[src/rtl/necir_pkg.sv]
// Shared types, codes and window helpers for the NEC IR frame decoder.
`timescale 1ns / 1ps
`default_nettype none
package necir_pkg;

  // Frame phase codes
  localparam logic [2:0] PH_IDLE  = 3'd0;
  localparam logic [2:0] PH_MARK  = 3'd1;
  localparam logic [2:0] PH_SPACE = 3'd2;
  localparam logic [2:0] PH_ADDR  = 3'd3;
  localparam logic [2:0] PH_CMD   = 3'd4;
  localparam logic [2:0] PH_INV   = 3'd5;

  // Configuration register indexes
  localparam logic CFG_DEVICE_ADDRESS = 1'b0;
  localparam logic CFG_MARGIN_UNIT    = 1'b1;

  localparam logic [15:0] DEVICE_ADDRESS_RST = 16'h50B8;
  localparam logic [8:0]  MARGIN_UNIT_RST    = 9'd130;

  localparam int ADDR_BITS = 16;
  localparam int BYTE_BITS = 8;

  // Nominal timings in microseconds, signed for the window maths
  localparam logic signed [18:0] T_LEADER_MARK  = 19'sd9000;
  localparam logic signed [18:0] T_LEADER_SPACE = 19'sd4500;
  localparam logic signed [18:0] T_BIT_ONE      = 19'sd2250;
  localparam logic signed [18:0] T_BIT_ZERO     = 19'sd1125;

  typedef struct packed {
    logic leader_mark;
    logic leader_space;
    logic addr_zero;
    logic addr_one;
    logic cmd_zero;
    logic cmd_one;
  } win_hits_t;

  typedef struct packed {
    logic       next_edge_rising;
    logic       key_valid;
    logic [7:0] key_code;
  } step_result_t;

  // Strict window test: centre - lo_k*m < t < centre + hi_k*m
  function automatic logic fits_window(input logic [15:0] t, input logic [8:0] m,
                                       input logic signed [18:0] centre,
                                       input logic [3:0] lo_k, input logic [3:0] hi_k);
    logic [12:0]        prod_lo;
    logic [12:0]        prod_hi;
    logic signed [18:0] v;
    logic signed [18:0] lo_bound;
    logic signed [18:0] hi_bound;
    prod_lo  = 13'(m) * 13'(lo_k);
    prod_hi  = 13'(m) * 13'(hi_k);
    v        = signed'({3'b000, t});
    lo_bound = centre - signed'({6'b000000, prod_lo});
    hi_bound = centre + signed'({6'b000000, prod_hi});
    return (v > lo_bound) && (v < hi_bound);
  endfunction

endpackage
`default_nettype wire

[src/rtl/nec_ir_frame_decoder_unit.sv]
// Top level of the NEC IR frame decoder.
`timescale 1ns / 1ps
`default_nettype none
// NEC infrared frame decoder.
// Input channel: one request per captured edge, carrying in_pulse_width, the
//   time in microseconds since the previous edge. A request is taken on a
//   rising clk edge with in_valid high and in_stall low.
// Result channel: exactly one result per request, in order: the capture
//   polarity for the next edge, a key-valid flag and the command byte (zero
//   unless key-valid). Taken when out_valid is high and out_stall low.
// Config port: cfg_wr_en with cfg_index 0 writes the 16-bit device address,
//   index 1 the 9-bit margin unit (cfg_wdata[8:0]). Write only while idle.
// Timing: the request lands in an input register; one pass of window
//   compares and shifter updates fills the result register. The result
//   register takes the input register's result whenever it is empty or
//   being drained; throughput is one request per cycle while out_stall
//   is low.
// Stall: while out_stall holds a result, the input register keeps its
//   request and in_stall rises only once that register is occupied, so one
//   more request is absorbed before the input side is held off.
// Reset (synchronous, rst_n low): phase idle, shifters and counter cleared,
//   polarity falling, address 0x50B8, margin 130 us, both channels empty.
module nec_ir_frame_decoder_unit (
  input  wire logic        clk,
  input  wire logic        rst_n,
  input  wire logic        in_valid,
  output logic             in_stall,
  input  wire logic [15:0] in_pulse_width,
  output logic             out_valid,
  input  wire logic        out_stall,
  output logic             out_next_edge_rising,
  output logic             out_key_valid,
  output logic      [7:0]  out_key_code,
  input  wire logic        cfg_wr_en,
  input  wire logic        cfg_index,
  input  wire logic [15:0] cfg_wdata
);
  import necir_pkg::*;

  logic [15:0]  device_address;
  logic [8:0]   margin_unit;
  win_hits_t    hits;
  step_result_t step_res;

  // input register
  logic         s1_valid_r;
  logic [15:0]  s1_width_r;
  // result register
  logic         out_valid_r;
  step_result_t out_res_r;

  logic         advance;
  logic         step;
  logic         in_take;

  // result register frees up when empty or being drained this cycle
  assign advance  = !out_valid_r || !out_stall;
  assign step     = s1_valid_r && advance;
  assign in_stall = s1_valid_r && !advance;
  assign in_take  = in_valid && !in_stall;

  necir_cfg_regs u_cfg (
    .clk            (clk),
    .rst_n          (rst_n),
    .cfg_wr_en      (cfg_wr_en),
    .cfg_index      (cfg_index),
    .cfg_wdata      (cfg_wdata),
    .device_address (device_address),
    .margin_unit    (margin_unit)
  );

  necir_width_check u_check (
    .pulse_width (s1_width_r),
    .margin_unit (margin_unit),
    .hits        (hits)
  );

  necir_frame_fsm u_fsm (
    .clk            (clk),
    .rst_n          (rst_n),
    .step           (step),
    .hits           (hits),
    .device_address (device_address),
    .result         (step_res)
  );

  always_ff @(posedge clk) begin
    if (!rst_n) begin
      s1_valid_r <= 1'b0;
    end else if (in_take) begin
      s1_valid_r <= 1'b1;
    end else if (step) begin
      s1_valid_r <= 1'b0;
    end
  end

  always_ff @(posedge clk) begin
    if (in_take) begin
      s1_width_r <= in_pulse_width;
    end
  end

  always_ff @(posedge clk) begin
    if (!rst_n) begin
      out_valid_r <= 1'b0;
    end else if (advance) begin
      out_valid_r <= s1_valid_r;
    end
  end

  always_ff @(posedge clk) begin
    if (step) begin
      out_res_r <= step_res;
    end
  end

  assign out_valid            = out_valid_r;
  assign out_next_edge_rising = out_res_r.next_edge_rising;
  assign out_key_valid        = out_res_r.key_valid;
  assign out_key_code         = out_res_r.key_code;

`ifndef NO_ASSERTIONS
  a_key_ends_frame: assert property (@(posedge clk) disable iff (!rst_n)
    (out_valid_r && out_res_r.key_valid) |-> !out_res_r.next_edge_rising)
    else $error("key reported without returning to falling capture");

  a_code_zero_without_key: assert property (@(posedge clk) disable iff (!rst_n)
    (out_valid_r && !out_res_r.key_valid) |-> (out_res_r.key_code == 8'h00))
    else $error("key code set without a key");

  a_step_fills_result: assert property (@(posedge clk) disable iff (!rst_n)
    step |=> out_valid_r)
    else $error("processed request did not reach the result register");
`endif

endmodule
`default_nettype wire

[src/rtl/necir_cfg_regs.sv]
// Configuration registers: device address and margin unit.
`timescale 1ns / 1ps
`default_nettype none
module necir_cfg_regs (
  input  wire logic        clk,
  input  wire logic        rst_n,
  input  wire logic        cfg_wr_en,
  input  wire logic        cfg_index,
  input  wire logic [15:0] cfg_wdata,
  output logic      [15:0] device_address,
  output logic      [8:0]  margin_unit
);
  import necir_pkg::*;

  logic [15:0] device_address_r;
  logic [8:0]  margin_unit_r;

  always_ff @(posedge clk) begin
    if (!rst_n) begin
      device_address_r <= DEVICE_ADDRESS_RST;
      margin_unit_r    <= MARGIN_UNIT_RST;
    end else if (cfg_wr_en) begin
      case (cfg_index)
        CFG_DEVICE_ADDRESS: device_address_r <= cfg_wdata;
        CFG_MARGIN_UNIT:    margin_unit_r    <= cfg_wdata[8:0];
        default: ;
      endcase
    end
  end

  assign device_address = device_address_r;
  assign margin_unit    = margin_unit_r;

endmodule
`default_nettype wire

[src/rtl/necir_width_check.sv]
// Pulse width window checks against the margin-scaled NEC timings.
`timescale 1ns / 1ps
`default_nettype none
module necir_width_check (
  input  wire logic [15:0]        pulse_width,
  input  wire logic [8:0]         margin_unit,
  output necir_pkg::win_hits_t    hits
);
  import necir_pkg::*;

  always_comb begin
    hits.leader_mark  = fits_window(pulse_width, margin_unit, T_LEADER_MARK, 4'd8, 4'd8);
    hits.leader_space = fits_window(pulse_width, margin_unit, T_LEADER_SPACE, 4'd4, 4'd4);
    // address and command bits use different margins, asymmetric except for command zero
    hits.addr_zero    = fits_window(pulse_width, margin_unit, T_BIT_ZERO, 4'd3, 4'd4);
    hits.addr_one     = fits_window(pulse_width, margin_unit, T_BIT_ONE, 4'd2, 4'd3);
    hits.cmd_zero     = fits_window(pulse_width, margin_unit, T_BIT_ZERO, 4'd3, 4'd3);
    hits.cmd_one      = fits_window(pulse_width, margin_unit, T_BIT_ONE, 4'd3, 4'd4);
  end

endmodule
`default_nettype wire

[src/rtl/necir_frame_fsm.sv]
// Frame phase machine with the address, command and inverse shifters.
`timescale 1ns / 1ps
`default_nettype none
module necir_frame_fsm (
  input  wire logic                   clk,
  input  wire logic                   rst_n,
  input  wire logic                   step,
  input  wire necir_pkg::win_hits_t   hits,
  input  wire logic [15:0]            device_address,
  output necir_pkg::step_result_t     result
);
  import necir_pkg::*;

  logic [2:0]  phase_r,   phase_nxt;
  logic [4:0]  bit_cnt_r, bit_cnt_nxt;
  logic [15:0] addr_r,    addr_nxt;
  logic [7:0]  cmd_r,     cmd_nxt;
  logic [7:0]  inv_r,     inv_nxt;
  logic        pol_r,     pol_nxt;

  logic        bit_ok;
  logic        bit_val;
  logic [4:0]  cnt_inc;
  logic [15:0] addr_shifted;
  logic [7:0]  cmd_shifted;
  logic [7:0]  inv_shifted;
  logic        key_valid;
  logic [7:0]  key_code;

  always_comb begin
    phase_nxt   = phase_r;
    bit_cnt_nxt = bit_cnt_r;
    addr_nxt    = addr_r;
    cmd_nxt     = cmd_r;
    inv_nxt     = inv_r;
    pol_nxt     = pol_r;
    key_valid   = 1'b0;
    key_code    = 8'h00;
    bit_ok      = 1'b0;
    bit_val     = 1'b0;
    cnt_inc      = bit_cnt_r + 5'd1;
    addr_shifted = 16'h0000;
    cmd_shifted  = 8'h00;
    inv_shifted  = 8'h00;

    case (phase_r)
      PH_MARK: begin
        pol_nxt   = 1'b0;
        phase_nxt = hits.leader_mark ? PH_SPACE : PH_IDLE;
      end
      PH_SPACE: begin
        if (hits.leader_space) begin
          phase_nxt   = PH_ADDR;
          addr_nxt    = 16'h0000;
          bit_cnt_nxt = 5'd0;
        end else begin
          phase_nxt = PH_IDLE;
          pol_nxt   = 1'b0;
        end
      end
      PH_ADDR: begin
        // zero wins where the two windows overlap
        bit_ok  = hits.addr_zero || hits.addr_one;
        bit_val = !hits.addr_zero;
        addr_shifted = {addr_r[14:0], bit_val};
        if (!bit_ok) begin
          phase_nxt = PH_IDLE;
          pol_nxt   = 1'b0;
        end else begin
          addr_nxt    = addr_shifted;
          bit_cnt_nxt = cnt_inc;
          if (cnt_inc == 5'(ADDR_BITS)) begin
            if (addr_shifted != device_address) begin
              phase_nxt = PH_IDLE;
              pol_nxt   = 1'b0;
            end else begin
              phase_nxt   = PH_CMD;
              bit_cnt_nxt = 5'd0;
            end
          end
        end
      end
      PH_CMD, PH_INV: begin
        // counter advances even on a bad width
        bit_cnt_nxt = cnt_inc;
        bit_ok      = hits.cmd_zero || hits.cmd_one;
        bit_val     = !hits.cmd_zero;
        cmd_shifted = {cmd_r[6:0], bit_val};
        inv_shifted = {inv_r[6:0], bit_val};
        if (!bit_ok) begin
          phase_nxt = PH_IDLE;
          pol_nxt   = 1'b0;
        end else if (phase_r == PH_CMD) begin
          cmd_nxt = cmd_shifted;
          if (cnt_inc == 5'(BYTE_BITS)) begin
            phase_nxt   = PH_INV;
            bit_cnt_nxt = 5'd0;
            inv_nxt     = 8'h00;
          end
        end else begin
          inv_nxt = inv_shifted;
          if (cnt_inc == 5'(BYTE_BITS)) begin
            phase_nxt = PH_IDLE;
            pol_nxt   = 1'b0;
            if (cmd_r == ~inv_shifted) begin
              key_valid = 1'b1;
              key_code  = cmd_r;
            end
          end
        end
      end
      default: begin
        // idle and unused codes: any width opens a frame
        pol_nxt   = 1'b1;
        phase_nxt = PH_MARK;
      end
    endcase
  end

  always_ff @(posedge clk) begin
    if (!rst_n) begin
      phase_r   <= PH_IDLE;
      bit_cnt_r <= 5'd0;
      addr_r    <= 16'h0000;
      cmd_r     <= 8'h00;
      inv_r     <= 8'h00;
      pol_r     <= 1'b0;
    end else if (step) begin
      phase_r   <= phase_nxt;
      bit_cnt_r <= bit_cnt_nxt;
      addr_r    <= addr_nxt;
      cmd_r     <= cmd_nxt;
      inv_r     <= inv_nxt;
      pol_r     <= pol_nxt;
    end
  end

  assign result.next_edge_rising = pol_nxt;
  assign result.key_valid        = key_valid;
  assign result.key_code         = key_code;

`ifndef NO_ASSERTIONS
  a_rising_only_in_mark: assert property (@(posedge clk) disable iff (!rst_n)
    pol_r |-> (phase_r == PH_MARK))
    else $error("rising polarity outside leader mark phase");

  a_addr_count_range: assert property (@(posedge clk) disable iff (!rst_n)
    (phase_r == PH_ADDR) |-> (bit_cnt_r < 5'(ADDR_BITS)))
    else $error("address bit count overran");

  a_byte_count_range: assert property (@(posedge clk) disable iff (!rst_n)
    ((phase_r == PH_CMD) || (phase_r == PH_INV)) |-> (bit_cnt_r < 5'(BYTE_BITS)))
    else $error("byte bit count overran");
`endif

endmodule
`default_nettype wire

[config.mk]
export PLATFORM = sky130hd
export DESIGN_NAME = nec_ir_frame_decoder_unit
export DESIGN_NICKNAME = d
export VERILOG_FILES = /design/src/rtl/necir_pkg.sv /design/src/rtl/nec_ir_frame_decoder_unit.sv /design/src/rtl/necir_cfg_regs.sv /design/src/rtl/necir_width_check.sv /design/src/rtl/necir_frame_fsm.sv
export SDC_FILE = /design/constraint.sdc
export NUM_CORES = 1
export LEC_CHECK = 0
export ABC_AREA = 1
export BUFFER_PORTS_ARGS = -buffer_cell sky130_fd_sc_hd__buf_2
export CAP_MARGIN = 20
export CORE_MARGIN = 5
export CORE_UTILIZATION = 35
export CTS_CLUSTER_DIAMETER = 120
export CTS_CLUSTER_SIZE = 12
export DETAILED_ROUTE_END_ITERATION = 12
export SLEW_MARGIN = 30
export SYNTH_ARGS = -nofsm -noshare
export SYNTH_HDL_FRONTEND = slang
export SYNTH_SLANG_ARGS = --single-unit
[constraint.sdc]
create_clock -name clk -period 4.7 [get_ports clk]
set_input_delay 1.41 -clock clk [delete_from_list [all_inputs] [get_ports clk]]
set_output_delay 1.41 -clock clk [all_outputs]
set_load 0.1 [all_outputs]
=== After elaboration in Yosys (flattened, before gate mapping) ===
Index checks and enable logic that the tools add are counted.

* Register bits: 92
* Input port bits: 38
* Output and inout bits: 12
* Word-level logic and storage cells: 123

* $add $sub $neg: 12
* Multiply operators: 1
* Magnitude comparators: 11
* Equality and inequality tests: 14
* Muxes and demuxes: 34
* Bitwise logic cells: 6
* Reductions and logical operators: 31

{| class="wikitable"
|+ Operator list
! cell !! number
|-
| $lt A17 B19 Y1 || 6
|-
| $gt A17 B19 Y1 || 5
|-
| $mux W5 || 7
|-
| $mux W15 || 2
|-
| $pmux W15 S2 || 1
|-
| $add A12 B11 Y13 const A || 2
|-
| $add A11 B11 Y12 const A || 2
|-
| $mux W3 || 7
|-
| $ne A16 B16 Y1 || 1
|-
| $reduce_and A4 Y1 || 4
|-
| $add A14 B12 Y15 const A || 1
|-
| $pmux W5 S3 || 1
|-
| $sub A14 B12 Y15 const A || 1
|-
| $add A13 B11 Y14 const A || 1
|-
| $mux W7 || 2
|-
| $sub A13 B11 Y14 const A || 1
|-
| $sub A12 B10 Y13 const A || 1
|-
| $sub A12 B11 Y13 const A || 1
|-
| $pmux W3 S4 || 1
|-
| $sub A11 B11 Y12 const A || 1
|-
| $mul A9 B2 Y11 const B || 1
|-
| $mux W1 || 10
|-
| $logic_and A1 B1 Y1 || 9
|-
| $eq A8 B8 Y1 || 1
|-
| other kinds (22) || 40
|}

=== Logic depth before layout (Yosys ltp) ===
Gate-level depths: netlist of the first run.

* Depth after elaboration: 10
* Depth in mapped cells: 31
* Gate-level depth less buffers: 31

=== Cells and area by module ===
A second synthesis of the first run with hierarchy kept.

* Cells, all modules: 1,195
* Area, all modules: 8,807.2 µm²

{| class="wikitable"
|+ By module, submodules not included
! module !! times used !! cells each !! area an instance (µm²) !! seq. area each (µm²)
|-
| necir_width_check || 1 || 669 || 4,591.9 || 0.0
|-
| necir_frame_fsm || 1 || 356 || 2,327.2 || 780.7
|-
| necir_cfg_regs || 1 || 131 || 1,012.2 || 500.5
|-
| nec_ir_frame_decoder_unit || 1 || 39 || 875.8 || 820.8
|}

=== Worst setup path after synthesis of the first run ===
Ideal clock, no wire load.

* Path type: in2out
* Start point: input out_stall
* End point: output in_stall
* Data arrival time: 2,815 ps
* Data required time: 3,290 ps
* Setup slack: 475 ps
* Cell stages on the path: 2
* Path buffers: 0
* Cell sequence: nand2_1 > nor2_1

* Longest elaborated chain between the ends: 4

{| class="wikitable"
|+ Ends and longest elaborated chain
! element !! RTL line !! text
|-
| start, declared || nec_ir_frame_decoder_unit.sv:30 || <nowiki>input wire logic out_stall,</nowiki>
|-
| $logic_not A1 Y1 || nec_ir_frame_decoder_unit.sv:57 || <nowiki>assign advance = !out_valid_r || !out_stall;</nowiki>
|-
| $logic_or A1 B1 Y1 || nec_ir_frame_decoder_unit.sv:57 ||
|-
| $logic_not A1 Y1 || nec_ir_frame_decoder_unit.sv:59 || <nowiki>assign in_stall = s1_valid_r && !advance;</nowiki>
|-
| $logic_and A1 B1 Y1 || nec_ir_frame_decoder_unit.sv:59 ||
|-
| end, declared || nec_ir_frame_decoder_unit.sv:27 || <nowiki>output logic in_stall,</nowiki>
|}

Every way passes these cells.

=== Worst setup path in the final report of the first run ===
* Start point: register u_cfg.margin_unit_r[4] (netlist: u_cfg.margin_unit[4])
* End point: register out_res_r (netlist bit out_key_code[5]) (data pin)

* Longest elaborated chain between the ends: 9
* Elaborated cells between the ends (all ways): 18
* Classes of those cells: add/sub: 4; mul: 1; order compare: 4; eq/ne: 1; bitwise: 3; reduce/logical: 5

{| class="wikitable"
|+ Ends and longest elaborated chain
! element !! RTL line !! text
|-
| start, declared || necir_cfg_regs.sv:16 || <nowiki>logic [8:0] margin_unit_r;</nowiki>
|-
| start signal, assigned || necir_cfg_regs.sv:25 || <nowiki>CFG_MARGIN_UNIT: margin_unit_r <= cfg_wdata[8:0];</nowiki>
|-
| $mul A9 B2 Y11 || necir_pkg.sv:54, necir_pkg.sv:55 ||
|-
| $sub A11 B11 Y12 / $add A11 B11 Y12 (equally long branches) || necir_pkg.sv:57, necir_pkg.sv:58 ||
|-
| $gt A17 B19 Y1 / $lt A17 B19 Y1 (equally long branches) || necir_pkg.sv:59 || <nowiki>return (v > lo_bound) && (v < hi_bound);</nowiki>
|-
| $logic_and A1 B1 Y1 || necir_pkg.sv:59 ||
|-
| $logic_not A1 Y1 || necir_frame_fsm.sv:87 || <nowiki>bit_val = !hits.cmd_zero;</nowiki>
|-
| $not A8 Y8 || necir_frame_fsm.sv:105 || <nowiki>if (cmd_r == ~inv_shifted) begin</nowiki>
|-
| $eq A8 B8 Y1 || necir_frame_fsm.sv:105 ||
|-
| $not A1 Y1 (no line) || n/a ||
|-
| $reduce_or A5 Y1 (no line) * || n/a ||
|-
| end signal, assigned || nec_ir_frame_decoder_unit.sv:113 || <nowiki>out_res_r <= step_res;</nowiki>
|-
| end, declared || nec_ir_frame_decoder_unit.sv:50 || <nowiki>step_result_t out_res_r;</nowiki>
|}

Every way passes the cells marked *; elsewhere a longest branch is shown, timed or not.
A chain may end at the register's enable or synchronous reset.

==> results of run 1 <==
==> cell type report <==
class	count	area [sq um]	area share
Sequential cell	92	2100	0.220
Timing Repair Buffer	76	460	0.0482
Clock inverter	7	86.3	0.00905
Multi-Input combinational cell	887	5780	0.606
Clock buffer	9	225	0.0236
Inverter	130	488	0.0511
Tap cell	319	399	0.0418
==> placed cells by master (no fill, tap or decap), types with 4 or more instances in the layout <==
cell	Yosys	layout
nand2_2	11	11
clkbuf_16	0	9
or2_2	4	4
nand3_2	3	4
nor2_2	6	6
xor2_1	48	48
inv_2	10	11
clkinv_1	4	4
a21oi_1	121	120
o21ai_0	50	49
buf_2	2	49
nor4_1	10	10
edfxtp_1	26	26
o211ai_1	8	8
nor3_1	16	16
nor2_1	85	85
inv_8	0	4
dfxtp_1	66	65
nand2_1	210	210
nand2_4	4	4
xnor2_1	19	19
inv_1	116	115
nand3b_1	4	4
buf_4	1	26
nand3_1	67	66
ha_1	157	154
nand4_1	33	33
o21ai_1	6	7
==> cells by family after synthesis <==
kind of cell	Yosys count	synth area share
compound gates	203	0.130
buf+inv	145	0.0671
flops	92	0.249
simple gates	459	0.249
xor+xnor	67	0.0696
fa+ha+maj	158	0.235
==> worst paths after layout <==
| kind | start | end | slack, ns | depth (start not counted) |
|---|---|---|---|---|
| hold / removal | s1_valid_r | out_valid | 0.48 | 2 |
| setup / recovery | u_cfg.margin_unit[4] | out_key_code[5] | 0.39 | 28 |
| setup reg to reg | u_cfg.margin_unit[4] | out_key_code[5] | 0.39 | 28 |
| hold reg to reg | s1_valid_r | out_valid | 0.48 | 2 |
==> registers in the layout (all words and copies together) (netlist names), 3 cells and up <==
signal	count
u_fsm.addr_r	15
u_fsm.cmd_r	8
u_cfg.device_address	16
u_cfg.margin_unit	9
s1_width_r	16
u_fsm.inv_r	7
out_key_code	8
u_fsm.bit_cnt_r	5
u_fsm.phase_r	3
==> per-stage QoR <==
stage	instance area, sq um	instances	utilization	setup WS, ns	power (mW)
5_1_grt	9540	1520	0.404	0.00566	2.84
3_3_place_gp	9210	1504	0.390	0.399	1.86
4_1_cts	9530	1520	0.403	0.274	2.66
2_1_floorplan	8430	1124	-	0.475	1.60
6_report	9540	1520	0.404	0.394	2.64
3_5_place_dp	9210	1504	0.390	0.310	1.88
==> what timing repair did <==
item                       CTS  global route
gates resized for setup      0             8
buffers inserted             0             0
setup endpoints to repair    0            41
==> worst min-delay path: stages (launching register included) <==
cell,delay [ns]
dfxtp_1,0.30
inv_1,0.07
a21oi_1,0.06
==> synth_stat cells, types with 2 or more instances <==
library cell	n
a31oi_1	2
nand3_2	3
o2111ai_1	2
o21ai_0	50
inv_2	10
or2_2	4
clkinv_1	4
buf_6	2
nor2_4	2
o211ai_1	8
ha_1	157
buf_2	2
nand3b_1	4
nand2_2	11
nor2_1	85
nand2_4	4
xnor2_1	19
o21bai_1	2
o21ai_1	6
a211oi_1	2
a21o_1	3
a21oi_2	2
dfxtp_1	66
inv_1	116
edfxtp_1	26
a21oi_1	121
nand4_1	33
nand3_1	67
xor2_1	48
nor3_1	16
nor2_2	6
clkbuf_1	10
nor4_1	10
nand2_1	210
nand3_4	2
==> report_power, final <==
group	total, mW	internal [mW]	switching [mW]	leakage (nW)
combinational	0.981	0.372	0.609	3.50
clock	0.768	0.388	0.380	0.154
sequential	0.889	0.843	0.0460	0.797
total	2.64	1.60	1.04	4.45
==> metal layers <==
| layer | global-route usage | part of all wire | vias up |
|---|---|---|---|
| li1 | - | - | 3967 |
| met1 | 0.242 | 0.48 | 3600 |
| met2 | 0.297 | 0.45 | 182 |
| met3 | 0.0303 | 0.052 | 30 |
| met4 | 0.0488 | 0.018 | 0 |
| met5 | 0 | 0 | - |
==> results.py, run 1 <==
metrics = {
    "outcome": {
        "outcome": "finished, final reports clean",
    },
    "flow_run": {
        "drv_cap": 0,
    },
    "clocking": {
        "clkTransAtPathRegs_ns": 0.09,
        "cts_sinks": 92,
        "clock-root-buffer": "clkbuf_16",
        "cts_tree": "built",
        "worstSkewPairLatency_ns": 0.37,
        "htreeDepth": 3,
        "cts_buffer_depth": 2,
        "cts_buffers": 9,
        "ctsHoldBuffers": 0,
    },
    "floorplanning": {
        "coreArea_sq_um": 23600,
        "die_h_um": 165,
        "die_area_sq_um": 27300,
        "rows": 56,
        "ioPinCount": 50,
        "start_util": 0.357,
        "die_x_um": 165,
    },
    "cells_and_area": {
        "nFillCells": 2466,
        "drive_gt1_frac": 0.122,
        "area_delta_synth_final_pct": 13.2,
        "nets": 1392,
        "diodes": 0,
    },
    "power_and_ir_drop": {
        "p_per_area_nw_per_um2": 276,
        "power.leakage_nw": 4.45,
        "ir_worst_vdd_uv": 157,
    },
    "global_route": {
        "antenna_found_initial": 0,
        "grt_overflow": 0,
        "first_global_vias": 7617,
        "grt_pass1_wl_mm": 38.8,
        "track_usage": 0.180,
        "grt_max_degree": 39,
    },
    "timing": {
        "worst_slew_pin_slew_ns": 0.922,
        "rsz0062_at_grt": "no",
        "whs_ns": 0.482,
        "fin_tns_setup_ns": 0,
        "max_freq_mhz": 232,
        "setup-violations-final": 0,
        "max-slew-margin-rel": 0.385,
        "clock_skew_ns": 0.0217,
        "fin_crit_ns": 4.31,
        "slew_violations": 0,
        "fin_crit_sh": 0.916,
        "hold_violations": 0,
    },
    "worst_setup_path": {
        "cp_common_cell": "nand2_1",
        "worstSetupStartpointType": "flop",
        "cp_slowest_cell": "ha_1",
        "required_ns": 4.80,
        "worst_ep_arrival_time_ns": 4.41,
        "cpLargestDelayFamily": "simple AND/OR/NAND/NOR gates",
        "worstSetupPathType": "flop to flop",
        "crit_fanout": 9,
        "cp_num_buf_inv": 3,
        "cp_slowest_stage_delay_ns": 0.48,
        "endpoint_kind": "flop",
    },
    "synth": {
        "ys_top_cells_by_area": "ha_1, dfxtp_1, nand2_1",
        "async_reset_ff_frac": 0,
        "synth_cell_types": 44,
        "ys_seq_area_frac": 0.249,
        "synth_cells": 1124,
        "synth_warnings": 0,
        "ys_ff_latch": 92,
        "syn-num-nets": 1320,
        "yosysTopAreaCellShare": 0.233,
        "synth_edf_count": 26,
        "syn_area_per_cell_sq_um": 7.50,
        "netlist_area_sq_um": 8430,
        "ys.flop_type": "dfxtp_1",
        "synth.largest_area_cell": "ha_1",
    },
    "hold_path": {
        "hold_path_class": "flop to flop",
    },
    "routing": {
        "wl_per_cell_um": 15.7,
        "route.detailed.drc": 0,
        "drt-total-wl_mm": 23.8,
        "drt_iter0_drc": 433,
        "drt.antenna.violating_nets": 0,
        "drtPass1Iterations": 5,
        "vias": 7779,
        "vias_per_cell": 5.12,
    },
    "place": {
        "place_hpwl_mm": 19.0,
        "numPortBuffers": 49,
        "gp_congestion": 0.932,
    },
}
No activity file was read; power rests on OpenSTA's default activity.
==> inputs of run 2 (changes only) <==
==> constraint.sdc (replaced) <==
create_clock -name clk -period 5.1 [get_ports clk]
set_input_delay 1.53 -clock clk [delete_from_list [all_inputs] [get_ports clk]]
set_output_delay 1.53 -clock clk [all_outputs]
set_load 0.1 [all_outputs]
==> run 2 against run 1 <==
  * Sequential power down 7.2%
  * First-iteration DRC count down 8.5%
  * Largest power group unchanged
  * Sequential share of layout area up 0.30 points
  * Critical path depth down 4
  * Clock-buffer cell count unchanged
==> results.py, run 2 (synthesis results as in run 1) <==
metrics = {
    "global_route": {
        "first_global_vias": 7435,
        "grt_overflow": 0,
        "track_usage": 0.177,
        "grt_max_degree": 39,
        "grt_pass1_wl_mm": 38.2,
        "antenna_found_initial": 0,
    },
    "floorplanning": {
        "die_h_um": 165,
        "die_x_um": 165,
        "ioPinCount": 50,
        "die_area_sq_um": 27300,
        "start_util": 0.357,
        "coreArea_sq_um": 23600,
        "rows": 56,
    },
    "routing": {
        "vias_per_cell": 5.04,
        "vias": 7594,
        "route.detailed.drc": 0,
        "drt.antenna.violating_nets": 0,
        "drt_iter0_drc": 396,
        "wl_per_cell_um": 15.6,
        "drt-total-wl_mm": 23.6,
        "drtPass1Iterations": 5,
    },
    "timing": {
        "setup-violations-final": 0,
        "fin_tns_setup_ns": 0,
        "fin_crit_ns": 4.55,
        "worst_slew_pin_slew_ns": 0.934,
        "slew_violations": 0,
        "whs_ns": 0.485,
        "clock_skew_ns": 0.0156,
        "rsz0062_at_grt": "no",
        "fin_crit_sh": 0.893,
        "hold_violations": 0,
        "max_freq_mhz": 220,
        "max-slew-margin-rel": 0.377,
    },
    "clocking": {
        "htreeDepth": 3,
        "cts_sinks": 92,
        "ctsHoldBuffers": 0,
        "worstSkewPairLatency_ns": 0.36,
        "cts_buffers": 9,
        "cts_tree": "built",
        "clock-root-buffer": "clkbuf_16",
        "cts_buffer_depth": 2,
        "clkTransAtPathRegs_ns": 0.08,
    },
    "worst_setup_path": {
        "endpoint_kind": "flop",
        "cp_slowest_stage_delay_ns": 0.47,
        "worst_ep_arrival_time_ns": 4.83,
        "cp_slowest_cell": "ha_2",
        "required_ns": 5.37,
        "path_cells": "clkinv_1 > ha_2 > nand3_1 > nand2_1 > nand3_1 > nand2_1 > nand2_1 > nand2_2 > inv_1 > o21ai_0 > xor2_1 > ha_1 > nand4_1 > a21oi_1 > nor2_1 > o21ai_0 > a21oi_1 > nand3_1 > nand2_2 > nand2_2 > a21oi_4 > buf_4 > nand3_1 > a21oi_1",
        "cpLargestDelayFamily": "simple AND/OR/NAND/NOR gates",
        "cp_num_buf_inv": 3,
        "worstSetupStartpointType": "flop",
        "cp_common_cell": "nand3_1",
        "worstSetupPathType": "flop to flop",
        "crit_fanout": 9,
    },
    "outcome": {
        "outcome": "finished, final reports clean",
    },
    "cells_and_area": {
        "diodes": 0,
        "final_common_cell": "nand2_1",
        "mostFrequentLayoutCells": "nand2_1, ha_1, a21oi_1",
        "nets": 1380,
        "final_cells": 1508,
        "drive_gt1_frac": 0.111,
        "nFillCells": 2451,
        "area_delta_synth_final_pct": 11.8,
    },
    "power_and_ir_drop": {
        "power.leakage_nw": 4.39,
        "ir_worst_vdd_uv": 155,
        "p_per_area_nw_per_um2": 253,
    },
    "flow_run": {
        "drv_cap": 0,
    },
    "place": {
        "numPortBuffers": 49,
        "gp_congestion": 0.884,
        "place_hpwl_mm": 18.6,
        "place_inst": 1490,
    },
    "hold_path": {
        "hold_path_class": "flop to flop",
    },
}
## run 2: cell types whose count changed in the layout (fill, tap and decap cells not counted), moves of 2 or more
cell     delta
buf_4      -11
inv_8       -3
dfxtp_1     -2
dfxtp_2     +2
inv_6       +2
## run 2: timing repair
| item | in CTS | in global routing |
|---|---|---|
| gates resized for setup | 0 | 6 |
| setup buffers | 0 | 2 |
| endpoints found under the setup margin | 0 | 39 |
## run 2: per-layer routing
| metal | global-route usage | wire length (um) | vias to the layer above |
|---|---|---|---|
| met4 | 0.0620 | 584 | 0 |
| met3 | 0.0253 | 930 | 39 |
| li1 | - | - | 3936 |
| met5 | 0 | 0 | - |
| met2 | 0.286 | 10500 | 149 |
| met1 | 0.242 | 11600 | 3470 |
## run 2: worst paths after layout
path                                           start                to  slack [ns]  cells past startpoint
worst max-delay path            u_cfg.margin_unit[4]   u_fsm.addr_r[4]        0.55                     24
worst min-delay path                u_fsm.addr_r[14]  u_fsm.addr_r[14]        0.48                      2
worst max register to register  u_cfg.margin_unit[4]   u_fsm.addr_r[4]        0.55                     24
worst min register to register      u_fsm.addr_r[14]  u_fsm.addr_r[14]        0.48                      2
## run 2: worst register-to-register path: cells and delay by family (launching register included)
| family | cells | cell delay (ns) |
|---|---|---|
| flops | 1 | 0.45 |
| compound gates | 6 | 1.06 |
| fa+ha+maj | 2 | 0.74 |
| buf+inv | 3 | 0.61 |
| xor+xnor | 1 | 0.21 |
| simple gates | 12 | 1.41 |
## run 2: cell type report
class	count	area, sq um	share of cell area
clock buffer	9	225	0.0239
inverter	130	488	0.0518
clock inverter	7	78.8	0.00836
multi-input combinational	887	5770	0.612
timing repair buffer	64	358	0.0380
sequential	92	2110	0.223
tap	319	399	0.0424
## run 2: metrics by stage
stage                     setup slack (ns)  utilization  instance area (sq um)  total power [mW]
after floorplan                      0.635            -                   8430              1.47
after global placement               0.345        0.385                   9100              1.70
after detailed placement             0.264        0.385                   9100              1.71
after CTS                            0.243        0.398                   9400              2.40
after global routing                0.0225        0.399                   9420              2.57
final                                0.548        0.399                   9420              2.39
## run 2: where the power goes
group	total, mW	switching, mW	internal, mW
clock network	0.683	0.334	0.349
logic	0.877	0.550	0.327
registers	0.825	0.0476	0.778
total	2.39	0.931	1.45
